===== config.mk =====
export PLATFORM = sky130hd
export DESIGN_NAME = chda_ctrl
export DESIGN_NICKNAME = d
export VERILOG_FILES = /design/src/hdl/convex_hull_doubled_area_unit_assert.svh /design/src/hdl/chda_pkg.sv /design/src/hdl/chda_ctrl.sv
export SDC_FILE = /design/constraint.sdc
export NUM_CORES = 1
export LEC_CHECK = 0
export ABC_AREA = 1
export ABC_CLOCK_PERIOD_IN_PS = 2650
export BUFFER_PORTS_ARGS = -buffer_cell sky130_fd_sc_hd__buf_4
export CORE_UTILIZATION = 60
export DETAILED_ROUTE_END_ITERATION = 8
export HOLD_SLACK_MARGIN = 0.02
export PLACE_DENSITY_LB_ADDON = 0.12
export REMOVE_ABC_BUFFERS = 1
export SLEW_MARGIN = 20
export SYNTH_ARGS = -nofsm -noshare
export SYNTH_HDL_FRONTEND = slang
export SYNTH_SLANG_ARGS = --single-unit

===== constraint.sdc =====
create_clock -name clock -period 2.65 [get_ports clock]
set_input_delay 0.265 -clock clock [delete_from_list [all_inputs] [get_ports clock]]
set_output_delay 0.265 -clock clock [all_outputs]
set_load 0.02 [all_outputs]

===== src/hdl/convex_hull_doubled_area_unit_assert.svh =====
// Assertion macros for the convex hull doubled area unit.
// Needs a signal named clock and a signal named reset in the including scope.
`ifndef CONVEX_HULL_DOUBLED_AREA_UNIT_ASSERT_SVH
`define CONVEX_HULL_DOUBLED_AREA_UNIT_ASSERT_SVH

// Consequent checked at the clock after the antecedent
`define CHDA_ASSERT_NEXT(label, ante, cons, msg) \
   label: assert property (@(posedge clock) disable iff (reset) (ante) |=> (cons)) \
      else $error(msg);

// Consequent checked at the same clock as the antecedent
`define CHDA_ASSERT_SAME(label, ante, cons, msg) \
   label: assert property (@(posedge clock) disable iff (reset) (ante) |-> (cons)) \
      else $error(msg);

`endif


===== src/hdl/chda_pkg.sv =====
// Shared types and constants for the convex hull doubled area unit.
// No dependencies.
`timescale 1ns / 1ps

package chda_pkg;

   localparam int DEFAULT_MAX_POINTS = 256;
   localparam int COORD_W = 16;
   localparam int POINT_W = 2 * COORD_W;
   localparam int DIFF_W = COORD_W + 1;
   localparam int PROD_W = 2 * DIFF_W;
   localparam int CROSS_W = PROD_W + 1;
   localparam int SUM_W = 40;
   localparam int AREA_W = 34;

   typedef struct packed {
      logic signed [COORD_W-1:0] x;
      logic signed [COORD_W-1:0] y;
   } point_type;

   typedef enum logic [5:0] {
      OP_IDLE,
      OP_LOAD,
      OP_START,
      OP_PV_RD,
      OP_PV_CMP,
      OP_CP_HEAD,
      OP_CP_RD,
      OP_CP_WR,
      OP_SRT_INIT,
      OP_SRT_KEY_RD,
      OP_SRT_KEY,
      OP_SRT_PREV_RD,
      OP_SRT_PREV,
      OP_DIFF,
      OP_MUL,
      OP_CROSS,
      OP_SQ,
      OP_SRT_SHIFT,
      OP_SRT_PUT,
      OP_HUL_RD0,
      OP_HUL_W0,
      OP_HUL_W1,
      OP_HUL_CUR_RD,
      OP_HUL_CUR,
      OP_HUL_TOP_RD,
      OP_HUL_TOP,
      OP_HUL_POP,
      OP_HUL_PUSH,
      OP_AR_INIT,
      OP_AR_BASE,
      OP_AR_RD_B,
      OP_AR_RD_C,
      OP_AR_C,
      OP_AR_ACC,
      OP_FIN
   } op_type;

   typedef enum logic [5:0] {
      ST_IDLE,
      ST_START,
      ST_PV_RD,
      ST_PV_CMP,
      ST_CP_HEAD,
      ST_CP_RD,
      ST_CP_WR,
      ST_SRT_INIT,
      ST_S_LOOP,
      ST_S_KEY_RD,
      ST_S_KEY,
      ST_S_CHK,
      ST_S_PREV_RD,
      ST_S_PREV,
      ST_S_DIFF,
      ST_S_MUL,
      ST_S_CROSS,
      ST_S_SQ,
      ST_S_DEC,
      ST_S_SHIFT,
      ST_S_PUT,
      ST_HUL_RD0,
      ST_HUL_W0,
      ST_HUL_W1,
      ST_H_LOOP,
      ST_H_CUR_RD,
      ST_H_CUR,
      ST_H_CHK,
      ST_H_TOP_RD,
      ST_H_TOP,
      ST_H_DIFF,
      ST_H_MUL,
      ST_H_CROSS,
      ST_H_DEC,
      ST_H_POP,
      ST_H_PUSH,
      ST_A_INIT,
      ST_A_BASE,
      ST_A_CHK,
      ST_A_RD_B,
      ST_A_RD_C,
      ST_A_C,
      ST_A_DIFF,
      ST_A_MUL,
      ST_A_CROSS,
      ST_A_ACC,
      ST_FIN
   } state_type;

   typedef struct packed {
      op_type op;
   } cmd_type;

   typedef struct packed {
      logic n_lt3;
      logic i_eq_n;
      logic i_last;
      logic j_gt1;
      logic top_gt1;
      logic top_ge3;
      logic area_more;
      logic precedes;
      logic cr_pos;
      logic rsp_free;
   } status_type;

endpackage


===== src/hdl/chda_ctrl.sv =====
// Sequencer for the hull unit: pivot search, angle sort, scan, fan sum.
// Depends on chda_pkg.
`timescale 1ns / 1ps

module chda_ctrl (
   input  logic                 clock,
   input  logic                 reset,
   input  logic                 req_valid,
   input  logic                 req_last,
   output logic                 req_ready,
   input  chda_pkg::status_type sts,
   output chda_pkg::cmd_type    cmd
);

   chda_pkg::state_type state_ff, state_in;

   // state register
   always_ff @(posedge clock) begin
      if (reset) begin
         state_ff <= chda_pkg::ST_IDLE;
      end else begin
         state_ff <= state_in;
      end
   end

   // next state and command
   always_comb begin
      state_in  = state_ff;
      cmd.op    = chda_pkg::OP_IDLE;
      req_ready = 1'b0;
      case (state_ff)
         chda_pkg::ST_IDLE: begin
            req_ready = 1'b1;
            if (req_valid) begin
               cmd.op = chda_pkg::OP_LOAD;
               if (req_last) begin
                  state_in = chda_pkg::ST_START;
               end
            end
         end
         chda_pkg::ST_START: begin
            cmd.op   = chda_pkg::OP_START;
            state_in = sts.n_lt3 ? chda_pkg::ST_FIN : chda_pkg::ST_PV_RD;
         end
         chda_pkg::ST_PV_RD: begin
            cmd.op   = chda_pkg::OP_PV_RD;
            state_in = chda_pkg::ST_PV_CMP;
         end
         chda_pkg::ST_PV_CMP: begin
            cmd.op   = chda_pkg::OP_PV_CMP;
            state_in = sts.i_last ? chda_pkg::ST_CP_HEAD : chda_pkg::ST_PV_RD;
         end
         chda_pkg::ST_CP_HEAD: begin
            cmd.op   = chda_pkg::OP_CP_HEAD;
            state_in = chda_pkg::ST_CP_RD;
         end
         chda_pkg::ST_CP_RD: begin
            cmd.op   = chda_pkg::OP_CP_RD;
            state_in = chda_pkg::ST_CP_WR;
         end
         chda_pkg::ST_CP_WR: begin
            cmd.op   = chda_pkg::OP_CP_WR;
            state_in = sts.i_last ? chda_pkg::ST_SRT_INIT : chda_pkg::ST_CP_RD;
         end
         chda_pkg::ST_SRT_INIT: begin
            cmd.op   = chda_pkg::OP_SRT_INIT;
            state_in = chda_pkg::ST_S_LOOP;
         end
         chda_pkg::ST_S_LOOP: begin
            state_in = sts.i_eq_n ? chda_pkg::ST_HUL_RD0 : chda_pkg::ST_S_KEY_RD;
         end
         chda_pkg::ST_S_KEY_RD: begin
            cmd.op   = chda_pkg::OP_SRT_KEY_RD;
            state_in = chda_pkg::ST_S_KEY;
         end
         chda_pkg::ST_S_KEY: begin
            cmd.op   = chda_pkg::OP_SRT_KEY;
            state_in = chda_pkg::ST_S_CHK;
         end
         chda_pkg::ST_S_CHK: begin
            state_in = sts.j_gt1 ? chda_pkg::ST_S_PREV_RD : chda_pkg::ST_S_PUT;
         end
         chda_pkg::ST_S_PREV_RD: begin
            cmd.op   = chda_pkg::OP_SRT_PREV_RD;
            state_in = chda_pkg::ST_S_PREV;
         end
         chda_pkg::ST_S_PREV: begin
            cmd.op   = chda_pkg::OP_SRT_PREV;
            state_in = chda_pkg::ST_S_DIFF;
         end
         chda_pkg::ST_S_DIFF: begin
            cmd.op   = chda_pkg::OP_DIFF;
            state_in = chda_pkg::ST_S_MUL;
         end
         chda_pkg::ST_S_MUL: begin
            cmd.op   = chda_pkg::OP_MUL;
            state_in = chda_pkg::ST_S_CROSS;
         end
         chda_pkg::ST_S_CROSS: begin
            cmd.op   = chda_pkg::OP_CROSS;
            state_in = chda_pkg::ST_S_SQ;
         end
         chda_pkg::ST_S_SQ: begin
            cmd.op   = chda_pkg::OP_SQ;
            state_in = chda_pkg::ST_S_DEC;
         end
         chda_pkg::ST_S_DEC: begin
            state_in = sts.precedes ? chda_pkg::ST_S_SHIFT : chda_pkg::ST_S_PUT;
         end
         chda_pkg::ST_S_SHIFT: begin
            cmd.op   = chda_pkg::OP_SRT_SHIFT;
            state_in = chda_pkg::ST_S_CHK;
         end
         chda_pkg::ST_S_PUT: begin
            cmd.op   = chda_pkg::OP_SRT_PUT;
            state_in = chda_pkg::ST_S_LOOP;
         end
         chda_pkg::ST_HUL_RD0: begin
            cmd.op   = chda_pkg::OP_HUL_RD0;
            state_in = chda_pkg::ST_HUL_W0;
         end
         chda_pkg::ST_HUL_W0: begin
            cmd.op   = chda_pkg::OP_HUL_W0;
            state_in = chda_pkg::ST_HUL_W1;
         end
         chda_pkg::ST_HUL_W1: begin
            cmd.op   = chda_pkg::OP_HUL_W1;
            state_in = chda_pkg::ST_H_LOOP;
         end
         chda_pkg::ST_H_LOOP: begin
            if (sts.i_eq_n) begin
               state_in = sts.top_ge3 ? chda_pkg::ST_A_INIT : chda_pkg::ST_FIN;
            end else begin
               state_in = chda_pkg::ST_H_CUR_RD;
            end
         end
         chda_pkg::ST_H_CUR_RD: begin
            cmd.op   = chda_pkg::OP_HUL_CUR_RD;
            state_in = chda_pkg::ST_H_CUR;
         end
         chda_pkg::ST_H_CUR: begin
            cmd.op   = chda_pkg::OP_HUL_CUR;
            state_in = chda_pkg::ST_H_CHK;
         end
         chda_pkg::ST_H_CHK: begin
            state_in = sts.top_gt1 ? chda_pkg::ST_H_TOP_RD : chda_pkg::ST_H_PUSH;
         end
         chda_pkg::ST_H_TOP_RD: begin
            cmd.op   = chda_pkg::OP_HUL_TOP_RD;
            state_in = chda_pkg::ST_H_TOP;
         end
         chda_pkg::ST_H_TOP: begin
            cmd.op   = chda_pkg::OP_HUL_TOP;
            state_in = chda_pkg::ST_H_DIFF;
         end
         chda_pkg::ST_H_DIFF: begin
            cmd.op   = chda_pkg::OP_DIFF;
            state_in = chda_pkg::ST_H_MUL;
         end
         chda_pkg::ST_H_MUL: begin
            cmd.op   = chda_pkg::OP_MUL;
            state_in = chda_pkg::ST_H_CROSS;
         end
         chda_pkg::ST_H_CROSS: begin
            cmd.op   = chda_pkg::OP_CROSS;
            state_in = chda_pkg::ST_H_DEC;
         end
         chda_pkg::ST_H_DEC: begin
            state_in = sts.cr_pos ? chda_pkg::ST_H_PUSH : chda_pkg::ST_H_POP;
         end
         chda_pkg::ST_H_POP: begin
            cmd.op   = chda_pkg::OP_HUL_POP;
            state_in = chda_pkg::ST_H_CHK;
         end
         chda_pkg::ST_H_PUSH: begin
            cmd.op   = chda_pkg::OP_HUL_PUSH;
            state_in = chda_pkg::ST_H_LOOP;
         end
         chda_pkg::ST_A_INIT: begin
            cmd.op   = chda_pkg::OP_AR_INIT;
            state_in = chda_pkg::ST_A_BASE;
         end
         chda_pkg::ST_A_BASE: begin
            cmd.op   = chda_pkg::OP_AR_BASE;
            state_in = chda_pkg::ST_A_CHK;
         end
         chda_pkg::ST_A_CHK: begin
            state_in = sts.area_more ? chda_pkg::ST_A_RD_B : chda_pkg::ST_FIN;
         end
         chda_pkg::ST_A_RD_B: begin
            cmd.op   = chda_pkg::OP_AR_RD_B;
            state_in = chda_pkg::ST_A_RD_C;
         end
         chda_pkg::ST_A_RD_C: begin
            cmd.op   = chda_pkg::OP_AR_RD_C;
            state_in = chda_pkg::ST_A_C;
         end
         chda_pkg::ST_A_C: begin
            cmd.op   = chda_pkg::OP_AR_C;
            state_in = chda_pkg::ST_A_DIFF;
         end
         chda_pkg::ST_A_DIFF: begin
            cmd.op   = chda_pkg::OP_DIFF;
            state_in = chda_pkg::ST_A_MUL;
         end
         chda_pkg::ST_A_MUL: begin
            cmd.op   = chda_pkg::OP_MUL;
            state_in = chda_pkg::ST_A_CROSS;
         end
         chda_pkg::ST_A_CROSS: begin
            cmd.op   = chda_pkg::OP_CROSS;
            state_in = chda_pkg::ST_A_ACC;
         end
         chda_pkg::ST_A_ACC: begin
            cmd.op   = chda_pkg::OP_AR_ACC;
            state_in = chda_pkg::ST_A_CHK;
         end
         chda_pkg::ST_FIN: begin
            // hold until the result register is free
            if (sts.rsp_free) begin
               cmd.op   = chda_pkg::OP_FIN;
               state_in = chda_pkg::ST_IDLE;
            end
         end
         default: begin
            state_in = chda_pkg::ST_IDLE;
         end
      endcase
   end

endmodule


---- After elaboration in Yosys (flattened, before gate mapping) ----
Index checks and enable logic that the tools add are counted.
word-level totals
  input port bits ......................... 14
  register bits ........................... 6
  output and inout bits ................... 7
  logic and storage cells ................. 79
cells by class
  mux-type cells .......................... 19
  reductions and logical operators ........ 10
  eq/ne operators ......................... 49
operator list
  cell                                                              number
  6-bit one-hot mux with 42 select lines                            1
  6-bit one-hot mux with 34 select lines                            1
  6-bit by 5-bit == test with 1-bit output (second input constant)  16
  6-bit == test (second input constant)                             15
  6-bit by 4-bit == test with 1-bit output (second input constant)  8
  6-bit two-way mux                                                 7
  6-bit by 3-bit == test with 1-bit output (second input constant)  4
  6-bit by 2-bit == test with 1-bit output (second input constant)  2
  5-bit two-way mux                                                 2
  2-bit OR reduction                                                5
  3-bit OR reduction                                                3
  4-bit two-way mux                                                 2
  6-bit by 1-bit == test with 1-bit output (second input constant)  1
  6-bit logical NOT                                                 1
  3-bit two-way mux                                                 2
  2-bit != test (second input constant)                             3
  1-bit two-way mux                                                 3
  3-bit AND reduction                                               1
  2-bit two-way mux                                                 1

---- Logic depth before layout (Yosys ltp) ----
  word-level depth ........................ 3
  mapped depth ............................ 12
  gate-level depth less buffers ........... 12

---- Worst setup path before layout ----
OpenSTA, ideal clock, no wires.
  path type ............................... register to output
  from .................................... register state_ff[5]
  to ...................................... output cmd[0] in the netlist's numbering
  data arrival time ....................... 1.448 ns
  buffers on the path ..................... 0
  path slack .............................. 0.937 ns
  cell stages (with the launch flop) ...... 6
  data required time ...................... 2.385 ns
  path through ............................ dfxtp_1 nor2_2 inv_1 nor2_1 a211oi_1 nand4_1
RTL lines
  element                   RTL line         text
  start: declaration        chda_ctrl.sv:15  chda_pkg::state_type state_ff, state_in;
  start signal: assignment  chda_ctrl.sv:20  state_ff <= chda_pkg::ST_IDLE;
  start signal: assignment  chda_ctrl.sv:22  state_ff <= state_in;
  end: declaration          chda_ctrl.sv:12  output chda_pkg::cmd_type cmd

==> results_dict.tcl <==
set metrics [dict create \
    outcome "finished, final reports clean" \
    pre_cts_ws_ns 0.721 \
    p_total_mw 1.36 \
    path_class "register to output port" \
    regToRegStartpoint "state_ff[4]" \
    avgSynthCellArea_sq_um 4.80 \
    synth_top_family_by_area "simple AND/OR/NAND/NOR gates" \
    cts_inserted_buffers 3 \
    post-cts-setup-buffers 0 \
    dpl_cell_area_sq_mm 0.00145 \
    wl_per_cell_um 15.6 \
    ant_nets 0 \
    coreArea_sq_mm 0.00198 \
    irDropWorstVdd_v 0.00110 \
    clock_latency_ns 0.25 \
    holdBufCountCts 0 \
    io_pins 21 \
    portBuffers 20 \
    drtIter0Drc 268 \
    p_seq_frac 0.125 \
    synth-compound-area-share 0.0311 \
    reg2reg_slack_ns 0.79 \
    die_area_sq_mm 0.00233 \
    clock_path_buffers 2 \
    end_kind "output port" \
    drive_gt1_frac 0.118 \
    largest-register "state_ff" \
    totalWireLength_um 4920 \
    synthCells 268 \
    dp.final_hpwl_um 3830 \
    cts.sinks 6 \
    synth-adder-area-share 0 \
    ys_ff_latch 6 \
    r2r_end "state_ff[0]" \
    clk_pin_slew_ns 0.04 \
    switching_power_uw 832 \
    synth-xor-area-share 0 \
    yosys-top-cells-count "nand2_1, nor2_1, nand3_1" \
    yosysMostFrequentCell "nand2_1" \
    first_global_vias 1753 \
    clock_power_share 0.064 \
    syn2layout_area_growth_pct 14.7 \
    fmaxAchievable_mhz 446 \
    min_period_ns 2.24 \
    fin_nets 305 \
    drv_cap 0 \
    rows 16 \
    worstRegToRegCells 10 \
    grt_pass1_wl_um 7850 \
    grt_max_degree 19 \
    synthMuxAreaShare 0 \
    setup-tns-final_ns 0 \
    rsz0062_at_grt "false" \
    ys_async_sr_fraction 0 \
    ys_seq_area_frac 0.0933 \
    start_util 0.650 \
    p_comb_frac 0.811 \
    finalWorstSetupSlack_ns 0.407 \
    powerDensity_mw_per_mm2 922 \
    cts_tree "built" \
    synth_edf_count 0 \
    die_x_um 48.3 \
    root_buffer "clkbuf_4" \
    synth.distinct_cells 22 \
    critPathMaxFanout 18 \
    slew_viol_final 0 \
    fin_skew_ns 0.0100 \
    tightest_slew_ns 0.486 \
    synth_top_area_share 0.251 \
    grt_overflow 0 \
    vias 2038 \
    gp_congestion 1.05 \
    swShare 0.612 \
    synthTopCellsByArea "nand2_1, nand3_1, nor2_1" \
    critPathLaunch "state_ff[4]" \
    p_leak_nw 0.971 \
    dieHeight_um 48.3 \
    period_share 0.846 \
    largest_reg_flops 6 \
    antenna_found_initial 0 \
    cts_resized 0 \
    finalHoldViolations 0 \
    largestRegisters "state_ff x6" \
    htreeDepth 1 \
    crit_end "cmd[2]" \
    yosysTopAreaCell "nand2_1" \
    cp-start-kind "register" \
    synth-simple-area-share 0.760 \
    synth-main-ff-cell "dfxtp_1" \
    cp_data_required_time_ns 2.38 \
    slew_headroom 0.676 \
    setup_viol 0 \
    drt-pass1-iter-count 7 \
    vias_per_cell 6.45 \
    critical_path_arrival_ns 1.98 \
    drcViolationCount 0 \
    stdcell_area_sq_mm 0.00148 \
    hp-class "input port to register" \
    netlist_area_sq_mm 0.00129 \
    diodes 0 \
    p_int_uw 528 \
    synth_warnings 0 \
    grtUsageTotal 0.430 \
]
cell type report:
cell class / instances / area, sq um
Fill cell: 184 / 505
Inverter: 31 / 116
Multi-Input combinational cell: 227 / 1020
Tap cell: 27 / 33.8
Timing Repair Buffer: 22 / 165
Sequential cell: 6 / 120
Clock buffer: 3 / 22.5
cell families (layout without fill, tap and decap cells):
logic type	count (synthesis)	after routing
simple gates	220	220
flops	6	6
buf+inv	35	56
compound gates	7	7
worst min path at each step:
stage	end	slack (ns)	cells after the start	start
2_1_floorplan	state_ff[4]	0.33	1	reset
5_1_grt	state_ff[4]	0.21	2	reset
3_5_place_dp	state_ff[4]	0.46	2	reset
4_1_cts	state_ff[4]	0.21	2	reset
3_3_place_gp	state_ff[4]	0.45	2	reset
6_report	state_ff[4]	0.22	2	reset
cell usage in the layout, fill, tap and decap left out, drive strengths merged:
cell type / n
inv: 31
dfxtp: 6
nor3: 11
o21ai: 2
nand2: 86
or2: 1
nor3b: 3
and3: 2
clkbuf: 3
a211oi: 1
o211ai: 1
a21oi: 3
nand3b: 1
nand3: 47
buf: 22
and3b: 1
nand4: 7
nor2: 61
power groups by stage:
stage,registers [mW],clock network [mW],logic (mW)
4_1_cts,0.169,0.0857,1.06
3_3_place_gp,0.167,0,1.03
2_1_floorplan,0.164,0,0.690
3_5_place_dp,0.171,0,1.05
5_1_grt,0.174,0.0902,1.17
6_report,0.170,0.0867,1.10
layer usage:
| metal | global-route usage | routed length, um | vias to the layer above |
|---|---|---|---|
| li1 | - | - | 912 |
| met1 | 0.530 | 1660 | 845 |
| met2 | 0.714 | 2150 | 225 |
| met3 | 0.0723 | 800 | 56 |
| met4 | 0.225 | 311 | 0 |
| met5 | 0 | 0 | - |
critical path: stages (launching register included):
cell,delay [ns]
dfxtp_1,0.45
inv_1,0.11
nor2_4,0.34
nand3_1,0.18
and3_1,0.25
and3b_1,0.20
nand4_1,0.07
buf_4,0.14
stage by stage:
| stage | hold WS (ns) | utilization | cells |
|---|---|---|---|
| global route | 0.210 | 0.745 | 316 |
| detailed placement | 0.464 | 0.734 | 313 |
| CTS | 0.210 | 0.745 | 316 |
| global placement | 0.452 | 0.734 | 313 |
| finish | 0.217 | 0.745 | 316 |
| floorplan | 0.334 | - | 264 |
(Power assumes the default switching activity.)
